`src/sv/bpc_pkg.sv`:
```
// shared types, event codes and register indexes of the button press classifier
package bpc_pkg;

    localparam int TIME_W     = 32;
    localparam int DEB_W      = 16;
    localparam int CFG_DATA_W = 32;
    localparam int CFG_IDX_W  = 2;

    // latched event codes
    typedef logic [1:0] event_t;
    localparam event_t EV_NONE  = 2'd0;
    localparam event_t EV_PRESS = 2'd1;
    localparam event_t EV_LONG  = 2'd2;
    localparam event_t EV_HOLD  = 2'd3;

    // configuration register indexes
    typedef logic [CFG_IDX_W-1:0] cfg_idx_t;
    localparam cfg_idx_t REG_LONG_PRESS = 2'd0;
    localparam cfg_idx_t REG_HOLD       = 2'd1;
    localparam cfg_idx_t REG_DEBOUNCE   = 2'd2;

    // register reset values
    localparam logic [TIME_W-1:0] LONG_PRESS_RST = 32'd1000;
    localparam logic [TIME_W-1:0] HOLD_RST       = 32'd2000;
    localparam logic [DEB_W-1:0]  DEBOUNCE_RST   = 16'd50;

    typedef struct packed {
        logic [TIME_W-1:0] long_lim;
        logic [TIME_W-1:0] hold_ms;
        logic [DEB_W-1:0]  deb_lim;
    } cfg_t;

    // per-lane view of one request
    typedef struct packed {
        logic [TIME_W-1:0] now_ms;
        logic              level;
        logic              upd;
        logic              inj_hit;
        event_t            inj_event;
    } lane_req_t;

endpackage

```
`src/sv/bpc_lane.sv`:
```
// per-button press tracker: edge detect, held time and event latch
module bpc_lane
    import bpc_pkg::*;
(
    input  logic      clk,
    input  logic      rst_n,
    input  cfg_t      cfg,
    input  lane_req_t req,
    input  logic      rd_clear,
    output event_t    latched_upd
);

    logic              prev_reg, prev_next;
    logic              active_reg, active_next;
    logic [TIME_W-1:0] start_reg, start_next;
    logic              lf_reg, lf_next;
    logic              hf_reg, hf_next;
    event_t            latched_reg, latched_next;

    logic              rise;
    logic              fall;
    logic              act_eff;
    logic              lf_eff;
    logic              hf_eff;
    logic [TIME_W-1:0] start_eff;
    logic [TIME_W-1:0] held;
    logic              hold_hit;
    logic              long_hit;
    logic              deb_hit;

    // held time and threshold compares
    always_comb
    begin
        rise      = req.level & ~prev_reg;
        fall      = ~req.level & prev_reg;
        start_eff = rise ? req.now_ms : start_reg;
        act_eff   = rise | active_reg;
        lf_eff    = rise ? 1'b0 : lf_reg;
        hf_eff    = rise ? 1'b0 : hf_reg;
        held      = req.now_ms - start_eff;
        hold_hit  = held >= cfg.hold_ms;
        long_hit  = held >= cfg.long_lim;
        deb_hit   = held >= {{(TIME_W-DEB_W){1'b0}}, cfg.deb_lim};
    end

    // state update for this tick
    always_comb
    begin
        prev_next   = req.level;
        active_next = act_eff;
        start_next  = start_eff;
        lf_next     = lf_eff;
        hf_next     = hf_eff;
        latched_upd = latched_reg;

        if (req.level && act_eff)
        begin
            if (hold_hit && !hf_eff)
            begin
                latched_upd = EV_HOLD;
                hf_next     = 1'b1;
            end
            else if (long_hit && !lf_eff && !hf_eff)
            begin
                latched_upd = EV_LONG;
                lf_next     = 1'b1;
            end
        end

        // release ends the press
        if (fall)
        begin
            if (!lf_reg && !hf_reg && deb_hit)
            begin
                latched_upd = EV_PRESS;
            end
            active_next = 1'b0;
            start_next  = '0;
            lf_next     = 1'b0;
            hf_next     = 1'b0;
        end

        // injected event replaces normal processing
        if (req.inj_hit)
        begin
            prev_next   = prev_reg;
            active_next = active_reg;
            start_next  = start_reg;
            lf_next     = lf_reg;
            hf_next     = hf_reg;
            latched_upd = req.inj_event;
        end

        latched_next = rd_clear ? EV_NONE : latched_upd;
    end

    // lane state registers
    always_ff @(posedge clk or negedge rst_n)
    begin
        if (!rst_n)
        begin
            prev_reg    <= 1'b0;
            active_reg  <= 1'b0;
            start_reg   <= '0;
            lf_reg      <= 1'b0;
            hf_reg      <= 1'b0;
            latched_reg <= EV_NONE;
        end
        else if (req.upd)
        begin
            prev_reg    <= prev_next;
            active_reg  <= active_next;
            start_reg   <= start_next;
            lf_reg      <= lf_next;
            hf_reg      <= hf_next;
            latched_reg <= latched_next;
        end
    end

endmodule

```
`src/sv/bpc_merge.sv`:
```
// merges lane results: selects the read event and drives the clear strobes
module bpc_merge
    import bpc_pkg::*;
#(
    parameter  int NUM_BUTTONS = 4,
    localparam int BTN_IDX_W   = (NUM_BUTTONS > 1) ? $clog2(NUM_BUTTONS) : 1
)
(
    input  event_t                 latched_upd [NUM_BUTTONS],
    input  logic                   rd_valid,
    input  logic [BTN_IDX_W-1:0]   rd_button,
    output logic [NUM_BUTTONS-1:0] rd_clear,
    output event_t                 read_event
);

    logic in_range;

    // index check and event select
    always_comb
    begin
        in_range   = {1'b0, rd_button} < (BTN_IDX_W+1)'(NUM_BUTTONS);
        read_event = EV_NONE;
        rd_clear   = '0;
        for (int b = 0; b < NUM_BUTTONS; b++)
        begin
            if (rd_valid && in_range && (rd_button == BTN_IDX_W'(b)))
            begin
                read_event  = latched_upd[b];
                rd_clear[b] = 1'b1;
            end
        end
    end

endmodule

```
`src/sv/bpc_out_buf.sv`:
```
// two-entry output buffer that keeps the input side running under stall
module bpc_out_buf #(
    parameter int W = 8
)
(
    input  logic         clk,
    input  logic         rst_n,
    input  logic         in_valid,
    output logic         in_ready,
    input  logic [W-1:0] in_data,
    output logic         out_valid,
    input  logic         out_ready,
    output logic [W-1:0] out_data
);

    logic         main_valid_reg, main_valid_next;
    logic [W-1:0] main_data_reg, main_data_next;
    logic         skid_valid_reg, skid_valid_next;
    logic [W-1:0] skid_data_reg, skid_data_next;

    assign in_ready  = ~skid_valid_reg;
    assign out_valid = main_valid_reg;
    assign out_data  = main_data_reg;

    // buffer steering
    always_comb
    begin
        main_valid_next = main_valid_reg;
        main_data_next  = main_data_reg;
        skid_valid_next = skid_valid_reg;
        skid_data_next  = skid_data_reg;
        if (in_valid && in_ready)
        begin
            if (main_valid_reg && !out_ready)
            begin
                skid_valid_next = 1'b1;
                skid_data_next  = in_data;
            end
            else
            begin
                main_valid_next = 1'b1;
                main_data_next  = in_data;
            end
        end
        else if (out_ready)
        begin
            if (skid_valid_reg)
            begin
                main_valid_next = 1'b1;
                main_data_next  = skid_data_reg;
                skid_valid_next = 1'b0;
            end
            else
            begin
                main_valid_next = 1'b0;
            end
        end
    end

    // control registers
    always_ff @(posedge clk or negedge rst_n)
    begin
        if (!rst_n)
        begin
            main_valid_reg <= 1'b0;
            skid_valid_reg <= 1'b0;
        end
        else
        begin
            main_valid_reg <= main_valid_next;
            skid_valid_reg <= skid_valid_next;
        end
    end

    // payload registers
    always_ff @(posedge clk)
    begin
        main_data_reg <= main_data_next;
        skid_data_reg <= skid_data_next;
    end

endmodule

```
`src/sv/button_press_classifier_core.sv`:
```
// top level of the button press classifier: lanes, merge, output buffer, registers
// Classifies presses of NUM_BUTTONS buttons into short press, long press and hold.
// One tick request is taken every clock cycle while s_tready is high; its result
// is registered in the output buffer. Each button has its own lane with one 32-bit
// subtraction and three compares, all lanes working on the same tick in parallel,
// and a two-entry output buffer keeps s_tready high for one stalled result, so the
// rate is one tick per cycle as long as the result side keeps up. The latched
// event of the read button is taken after that tick's update and cleared. There is
// no clearing pass after reset. Configuration writes take effect on the next cycle
// and are meant to happen while no tick is in flight.
module button_press_classifier_core
    import bpc_pkg::*;
#(
    parameter  int NUM_BUTTONS = 4,
    localparam int BTN_IDX_W   = (NUM_BUTTONS > 1) ? $clog2(NUM_BUTTONS) : 1,
    localparam int IN_W        = TIME_W + NUM_BUTTONS + 1 + BTN_IDX_W + 2 + 1 + BTN_IDX_W,
    localparam int IN_TDATA_W  = ((IN_W + 7) / 8) * 8,
    localparam int OUT_W       = 2 + NUM_BUTTONS,
    localparam int OUT_TDATA_W = ((OUT_W + 7) / 8) * 8
)
(
    input  logic                   clk,
    input  logic                   rst_n,
    // tick request
    input  logic                   s_tvalid,
    output logic                   s_tready,
    // now_ms, button_levels, inject_valid, inject_button, inject_event,
    // read_valid, read_button
    input  logic [IN_TDATA_W-1:0]  s_tdata,
    // result
    output logic                   m_tvalid,
    input  logic                   m_tready,
    // read_event, pressed_levels
    output logic [OUT_TDATA_W-1:0] m_tdata,
    // configuration writes
    input  logic                   cfg_we,
    input  cfg_idx_t               cfg_index,
    input  logic [CFG_DATA_W-1:0]  cfg_data
);

    localparam int LEV_LO  = TIME_W;
    localparam int IV_POS  = LEV_LO + NUM_BUTTONS;
    localparam int IB_LO   = IV_POS + 1;
    localparam int IE_LO   = IB_LO + BTN_IDX_W;
    localparam int RV_POS  = IE_LO + 2;
    localparam int RB_LO   = RV_POS + 1;

    cfg_t                   cfg_reg;
    logic                   accept;
    logic [TIME_W-1:0]      now_ms;
    logic [NUM_BUTTONS-1:0] button_levels;
    logic                   inject_valid;
    logic [BTN_IDX_W-1:0]   inject_button;
    event_t                 inject_event;
    logic                   read_valid;
    logic [BTN_IDX_W-1:0]   read_button;
    event_t                 latched_upd [NUM_BUTTONS];
    logic [NUM_BUTTONS-1:0] rd_clear;
    event_t                 read_event;
    logic [OUT_TDATA_W-1:0] res_data;

    // request unpacking
    assign now_ms        = s_tdata[TIME_W-1:0];
    assign button_levels = s_tdata[LEV_LO +: NUM_BUTTONS];
    assign inject_valid  = s_tdata[IV_POS];
    assign inject_button = s_tdata[IB_LO +: BTN_IDX_W];
    assign inject_event  = s_tdata[IE_LO +: 2];
    assign read_valid    = s_tdata[RV_POS];
    assign read_button   = s_tdata[RB_LO +: BTN_IDX_W];

    assign accept = s_tvalid & s_tready;

    // configuration registers
    always_ff @(posedge clk or negedge rst_n)
    begin
        if (!rst_n)
        begin
            cfg_reg.long_lim <= LONG_PRESS_RST;
            cfg_reg.hold_ms  <= HOLD_RST;
            cfg_reg.deb_lim  <= DEBOUNCE_RST;
        end
        else if (cfg_we)
        begin
            unique case (cfg_index)
                REG_LONG_PRESS: cfg_reg.long_lim <= cfg_data;
                REG_HOLD:       cfg_reg.hold_ms  <= cfg_data;
                REG_DEBOUNCE:   cfg_reg.deb_lim  <= cfg_data[DEB_W-1:0];
                default:        ;
            endcase
        end
    end

    // one lane per button
    for (genvar b = 0; b < NUM_BUTTONS; b++)
    begin : g_lane
        lane_req_t req;

        always_comb
        begin
            req.now_ms    = now_ms;
            req.level     = button_levels[b];
            req.upd       = accept;
            req.inj_hit   = inject_valid && (inject_button == BTN_IDX_W'(b))
                            && (inject_event != EV_NONE);
            req.inj_event = inject_event;
        end

        bpc_lane u_lane (
            .clk         (clk),
            .rst_n       (rst_n),
            .cfg         (cfg_reg),
            .req         (req),
            .rd_clear    (rd_clear[b]),
            .latched_upd (latched_upd[b])
        );
    end

    // read select across lanes
    bpc_merge #(
        .NUM_BUTTONS (NUM_BUTTONS)
    ) u_merge (
        .latched_upd (latched_upd),
        .rd_valid    (read_valid),
        .rd_button   (read_button),
        .rd_clear    (rd_clear),
        .read_event  (read_event)
    );

    // result packing
    always_comb
    begin
        res_data            = '0;
        res_data[OUT_W-1:0] = {button_levels, read_event};
    end

    bpc_out_buf #(
        .W (OUT_TDATA_W)
    ) u_out_buf (
        .clk       (clk),
        .rst_n     (rst_n),
        .in_valid  (s_tvalid),
        .in_ready  (s_tready),
        .in_data   (res_data),
        .out_valid (m_tvalid),
        .out_ready (m_tready),
        .out_data  (m_tdata)
    );

    // checks
    a_accept_gives_result: assert property (@(posedge clk) disable iff (!rst_n)
        accept |=> m_tvalid)
        else $error("accepted tick produced no result");

    a_stall_only_when_full: assert property (@(posedge clk) disable iff (!rst_n)
        !s_tready |-> m_tvalid)
        else $error("input stalled with empty output");

    a_single_clear: assert property (@(posedge clk) disable iff (!rst_n)
        $onehot0(rd_clear))
        else $error("more than one lane cleared by one read");

endmodule
```
`config.mk`:
```
export PLATFORM = sky130hd
export DESIGN_NAME = button_press_classifier_core
export DESIGN_NICKNAME = d
export VERILOG_FILES = /design/src/sv/bpc_pkg.sv /design/src/sv/bpc_lane.sv /design/src/sv/bpc_merge.sv /design/src/sv/bpc_out_buf.sv /design/src/sv/button_press_classifier_core.sv
export SDC_FILE = /design/constraint.sdc
export NUM_CORES = 1
export LEC_CHECK = 0
export ABC_CLOCK_PERIOD_IN_PS = 11300
export BUFFER_PORTS_ARGS = -buffer_cell sky130_fd_sc_hd__buf_4
export CORE_MARGIN = 1
export CORE_UTILIZATION = 50
export DETAILED_ROUTE_END_ITERATION = 10
export PLACE_DENSITY = 0.66
export SYNTH_ARGS = -nofsm -noshare
export SYNTH_HDL_FRONTEND = slang
export SYNTH_SLANG_ARGS = --single-unit
export TNS_END_PERCENT = 30
```
`constraint.sdc`:
```
create_clock -name clk -period 11.3 [get_ports clk]
set_clock_uncertainty 0.2 [all_clocks]
set_input_delay 2.26 -clock clk [delete_from_list [all_inputs] [get_ports clk]]
set_output_delay 2.26 -clock clk [all_outputs]
set_load 0.02 [all_outputs]
```
==> impl_summary.log <==
INFO  metric status = finished clean
INFO  metric global_route.overflow_total = 0
INFO  metric drtPass1Iterations = 6
INFO  metric timing_worst_slew_pin_value = 1251 ps
INFO  metric cp.required = 11390 ps
INFO  metric synth-compound-area-share = 0.2682
INFO  metric seqCellArea = 0.006235 mm2
INFO  metric clk_transition_reported_paths = 60 ps
INFO  metric port-buffer-count = 90
INFO  metric cp_slowest_stage_delay = 880 ps
INFO  metric slowest_stage = sky130_fd_sc_hd__nor2b_4
INFO  metric synth_top_family_by_area = compound AO/OA/AOI/OAI gates
INFO  metric largest_register_ffs = 128
INFO  metric post_synth_mux_area_share = 0.06476
INFO  metric synthTopCellsByArea = sky130_fd_sc_hd__dfrtp_1, sky130_fd_sc_hd__ha_1, sky130_fd_sc_hd__nand2_1
INFO  metric worstHoldPathType = reg -> reg
INFO  metric launching_instance_or_port_of_the_critical_path = s_tdata[32]
INFO  metric nFillCells = 4913
INFO  metric totalPowerFinal = 7679 uW
INFO  metric route.antenna.remaining_nets = 0
INFO  metric ctsRootBufferMaster = sky130_fd_sc_hd__clkbuf_16
INFO  metric post_synth_instance_area = 0.02703 mm2
INFO  metric cts_tree = yes
INFO  metric core_region_area = 0.05297 mm2
INFO  metric layout.cells.most_common = sky130_fd_sc_hd__ha_1
INFO  metric yosys.area.top_type = sky130_fd_sc_hd__dfrtp_1
INFO  metric drc = 0
INFO  metric synth_xor_xnor_area_share = 0.03013
INFO  metric insertedDiodeCount = 0
INFO  metric via_count_of_the_first_global_routing_pass = 24480
INFO  metric global_route_total_usage_across_every_layer = 0.3533
INFO  metric synth_largest_type_area_fraction = 0.2027
INFO  metric die-width = 234.5 um
INFO  metric hold_buffers = 0
INFO  metric routed-wl-met2 = 44600 um
INFO  metric worst_path_most_repeated_cell = sky130_fd_sc_hd__a21o_1
INFO  metric synth_enable_flop_cells = 12
INFO  metric hold_violations = 0
INFO  metric cts-buffers-inserted = 34
INFO  metric yosys.cell_types.count = 99
INFO  metric total_switching_power = 3820 uW
INFO  metric cts_htree_levels = 2
INFO  metric clock-sinks = 246
INFO  metric grt_start_max_net_pins = 115
INFO  metric longest_clk_path_bufs = 3
INFO  metric top_layer_used = met4
INFO  metric clk_network_pwr_share = 0.147
INFO  metric dieHeight = 234.5 um
INFO  metric async_flop_share = 0.9512
INFO  metric post-route-worst-setup-slack = 1799 ps
INFO  metric post_synth.cell_area_avg = 8.423 um2
INFO  metric ios = 97
INFO  metric via_count = 25850
INFO  metric hold-path-cell-count = 2
INFO  metric first_pass_grt_wire_length = 146500 um
INFO  metric hold_path_startpoint = g_lane[2].u_lane.start_reg[6]
INFO  metric post_synth_fa_ha_maj_area_fraction = 0.2046
INFO  metric max_clock_freq = 105.3 MHz
INFO  metric sequentialPowerShare = 0.170
INFO  metric reg2reg_slack = 3060 ps
INFO  metric max_cap_violations = 0
INFO  metric power.density_cell_area = 261.1 mW/mm2
INFO  metric reg2reg_from = g_lane[0].u_lane.prev_reg
INFO  metric worst-endpoint-arrival = 9590 ps
INFO  metric synth_simple_gate_area_share = 0.1612
INFO  metric multi_input_area = 0.01975 mm2
INFO  metric worstRegToRegCells = 24
INFO  metric timing.rr.end = u_out_buf.out_data[1]
INFO  metric rsz0062_at_grt = false
INFO  metric p_sw_frac = 0.4975
INFO  metric met3RoutedLength = 6222 um
INFO  metric routedWlPerCell = 24.91 um
INFO  metric worst_vdd_ir = 0.0001511 V
INFO  metric routed_length_on_met1 = 43880 um
INFO  metric die_area = 0.05499 mm2
INFO  metric final_critical_path_share_of_the_clock_period = 0.8408
INFO  metric synth.yosys.seq_area_share = 0.2307
INFO  metric post-cts-setup-buffer-count = 0
INFO  metric power.leakage = 0.01365 uW
INFO  metric synth-seq-cells = 246
INFO  metric dr.first_iter.drc_count = 1862
INFO  metric power_report.internal_total = 3859 uW
INFO  metric final-setup-viol-count = 0
INFO  metric cp-end-kind = flop
INFO  metric worst_hold_path.endpoint = g_lane[2].u_lane.start_reg[6]
INFO  metric path_class = in -> reg
INFO  metric worst_slew_margin_rel = 0.1602
INFO  metric dp_slack = 1419 ps
INFO  metric yosys_most_used_dff = sky130_fd_sc_hd__dfrtp_1
INFO  metric final_net_count = 3749
INFO  metric critical_path.startpoint_type = primary input
INFO  metric effective_utilization_at_floorplan = 0.5103
INFO  metric p_comb_frac = 0.684
INFO  metric cts_resized = 0
INFO  metric viasPerCell = 6.563
INFO  metric timing.critical_path.fanout_max = 31
INFO  metric drive_gt1_frac = 0.09166
INFO  metric setup_tns = 0 ps
INFO  metric antenna_found_initial = 1
INFO  metric placement_rows = 84
INFO  metric syn_inst = 3209
INFO  metric layout_min_cycle_time = 9501 ps
INFO  metric postRouteWirelength = 98100 um
INFO  metric crit_family = compound AO/OA/AOI/OAI gates
INFO  metric hpwl = 79200 um
INFO  metric placer_s_final_routability_congestion_estimate = 1.003
INFO  metric areaGrowthSynthToFinish = 8.795%
INFO  metric synthesis.yosys.warnings = 0
INFO  metric layout_common_cells = sky130_fd_sc_hd__ha_1, sky130_fd_sc_hd__nand2_1, sky130_fd_sc_hd__a21oi_1
INFO  metric cp_cell_sequence = buf_4 -> nor2b_4 -> mux2i_1 -> ha_1 -> a21oi_1 -> and2_1 -> o311ai_0 -> nand4_1 -> a21oi_2 -> nor4_1 -> nor3_1 -> ha_1 -> a21o_1 -> a21o_1 -> a2111oi_0 -> o21bai_1 -> a21o_1 -> a211oi_1 -> nor3_1 -> or3b_2 -> nand2_1 -> a2bb2oi_1 -> a21oi_1
INFO  metric max_slew_violations = 0
INFO  metric clock_latency = 560 ps
INFO  metric cp.buffers_inverters = 1
==> cells by family after synthesis <==
kind of cell / Yosys count
AND/OR/NAND/NOR: 906
XOR/XNOR: 93
other: 1
adder cells (fa/ha/maj): 442
flip-flops: 246
multiplexers: 168
buffers and inverters: 275
AO/OA/AOI/OAI: 1078
==> how the worst max path moves through the flow <==
| stage | end | slack, ps | cells past startpoint |
|---|---|---|---|
| after floorplan | u_out_buf.out_data[1] | 2940 | 28 |
| after global placement | u_out_buf.out_data[1] | 1550 | 21 |
| after detailed placement | u_out_buf.skid_data_reg[1] | 1420 | 23 |
| after CTS | u_out_buf.out_data[1] | 1970 | 21 |
| after global routing | u_out_buf.out_data[1] | 1610 | 23 |
| final | u_out_buf.out_data[1] | 1800 | 23 |
==> metrics by stage <==
stage	cell area, um2	hold WS, ps	util	instances
2_1_floorplan	27030	246.9	-	3210
3_3_place_gp	28250	258.9	0.5334	3878
3_5_place_dp	28250	264.5	0.5334	3878
4_1_cts	29410	277.3	0.5552	3939
5_1_grt	29410	289.7	0.5552	3939
6_report	29410	273.3	0.5552	3939
==> worst reg2reg max path, cell delays in order, from the launching register on <==
cell                        delay (ps)
sky130_fd_sc_hd__dfrtp_1           750
sky130_fd_sc_hd__nand2b_1          660
sky130_fd_sc_hd__buf_4             380
sky130_fd_sc_hd__nand2_1            80
sky130_fd_sc_hd__o21ai_0           120
sky130_fd_sc_hd__ha_1              260
sky130_fd_sc_hd__inv_1              70
sky130_fd_sc_hd__ha_1              190
sky130_fd_sc_hd__o21ba_2           280
sky130_fd_sc_hd__o21a_1            220
sky130_fd_sc_hd__o211ai_1          210
sky130_fd_sc_hd__a211oi_2          460
sky130_fd_sc_hd__mux2_2            400
sky130_fd_sc_hd__nor2_1            280
sky130_fd_sc_hd__ha_1              330
sky130_fd_sc_hd__a21o_1            180
sky130_fd_sc_hd__a2111oi_0         500
sky130_fd_sc_hd__o21bai_1          150
sky130_fd_sc_hd__a21o_1            260
sky130_fd_sc_hd__a211oi_1          860
sky130_fd_sc_hd__nor3_1            170
sky130_fd_sc_hd__or3b_2            500
sky130_fd_sc_hd__nand2_1            80
sky130_fd_sc_hd__a2bb2oi_1         260
sky130_fd_sc_hd__a21oi_1           120
==> cell type report <==
class,instances,area share
multi-input combinational,2689,0.6717
sequential,246,0.2120
clock buffer,49,0.03438
timing repair buffer,118,0.03038
tap,688,0.02927
inverter,137,0.01749
clock inverter,12,0.004808
==> synthesized netlist by cell type (all sizes together) (15+ instances only) <==
library cell	instances
ha	434
nand2	358
a21oi	252
dfrtp	219
o21ai	219
nor2	156
inv	136
a21o	127
o31ai	118
mux2i	113
clkbuf	109
nand4	66
mux2	55
nand3	54
xnor2	50
nor3	47
xor2	43
nor2b	38
nand2b	37
o21a	36
o211ai	33
and3	32
a211oi	31
buf	29
a31oi	28
and2	26
a22o	25
a211o	21
nor4	21
o21bai	20
or3	19
a311oi	15
dfstp	15
==> per-layer routing <==
layer,up-vias,global-route usage
li1,12150,-
met1,12690,0.4810
met2,865,0.5733
met3,146,0.04300
met4,0,0.1260
met5,-,0
==> power groups by stage <==
stage          Sequential [uW]  Combinational [uW]  Clock [uW]
6_report                  1300                5250        1130
5_1_grt                   1330                5760        1170
4_1_cts                   1300                5140        1150
3_5_place_dp              1310                5110           0
3_3_place_gp              1290                4930           0
2_1_floorplan             1260                3640           0
Power figures use the tool's default switching activity.
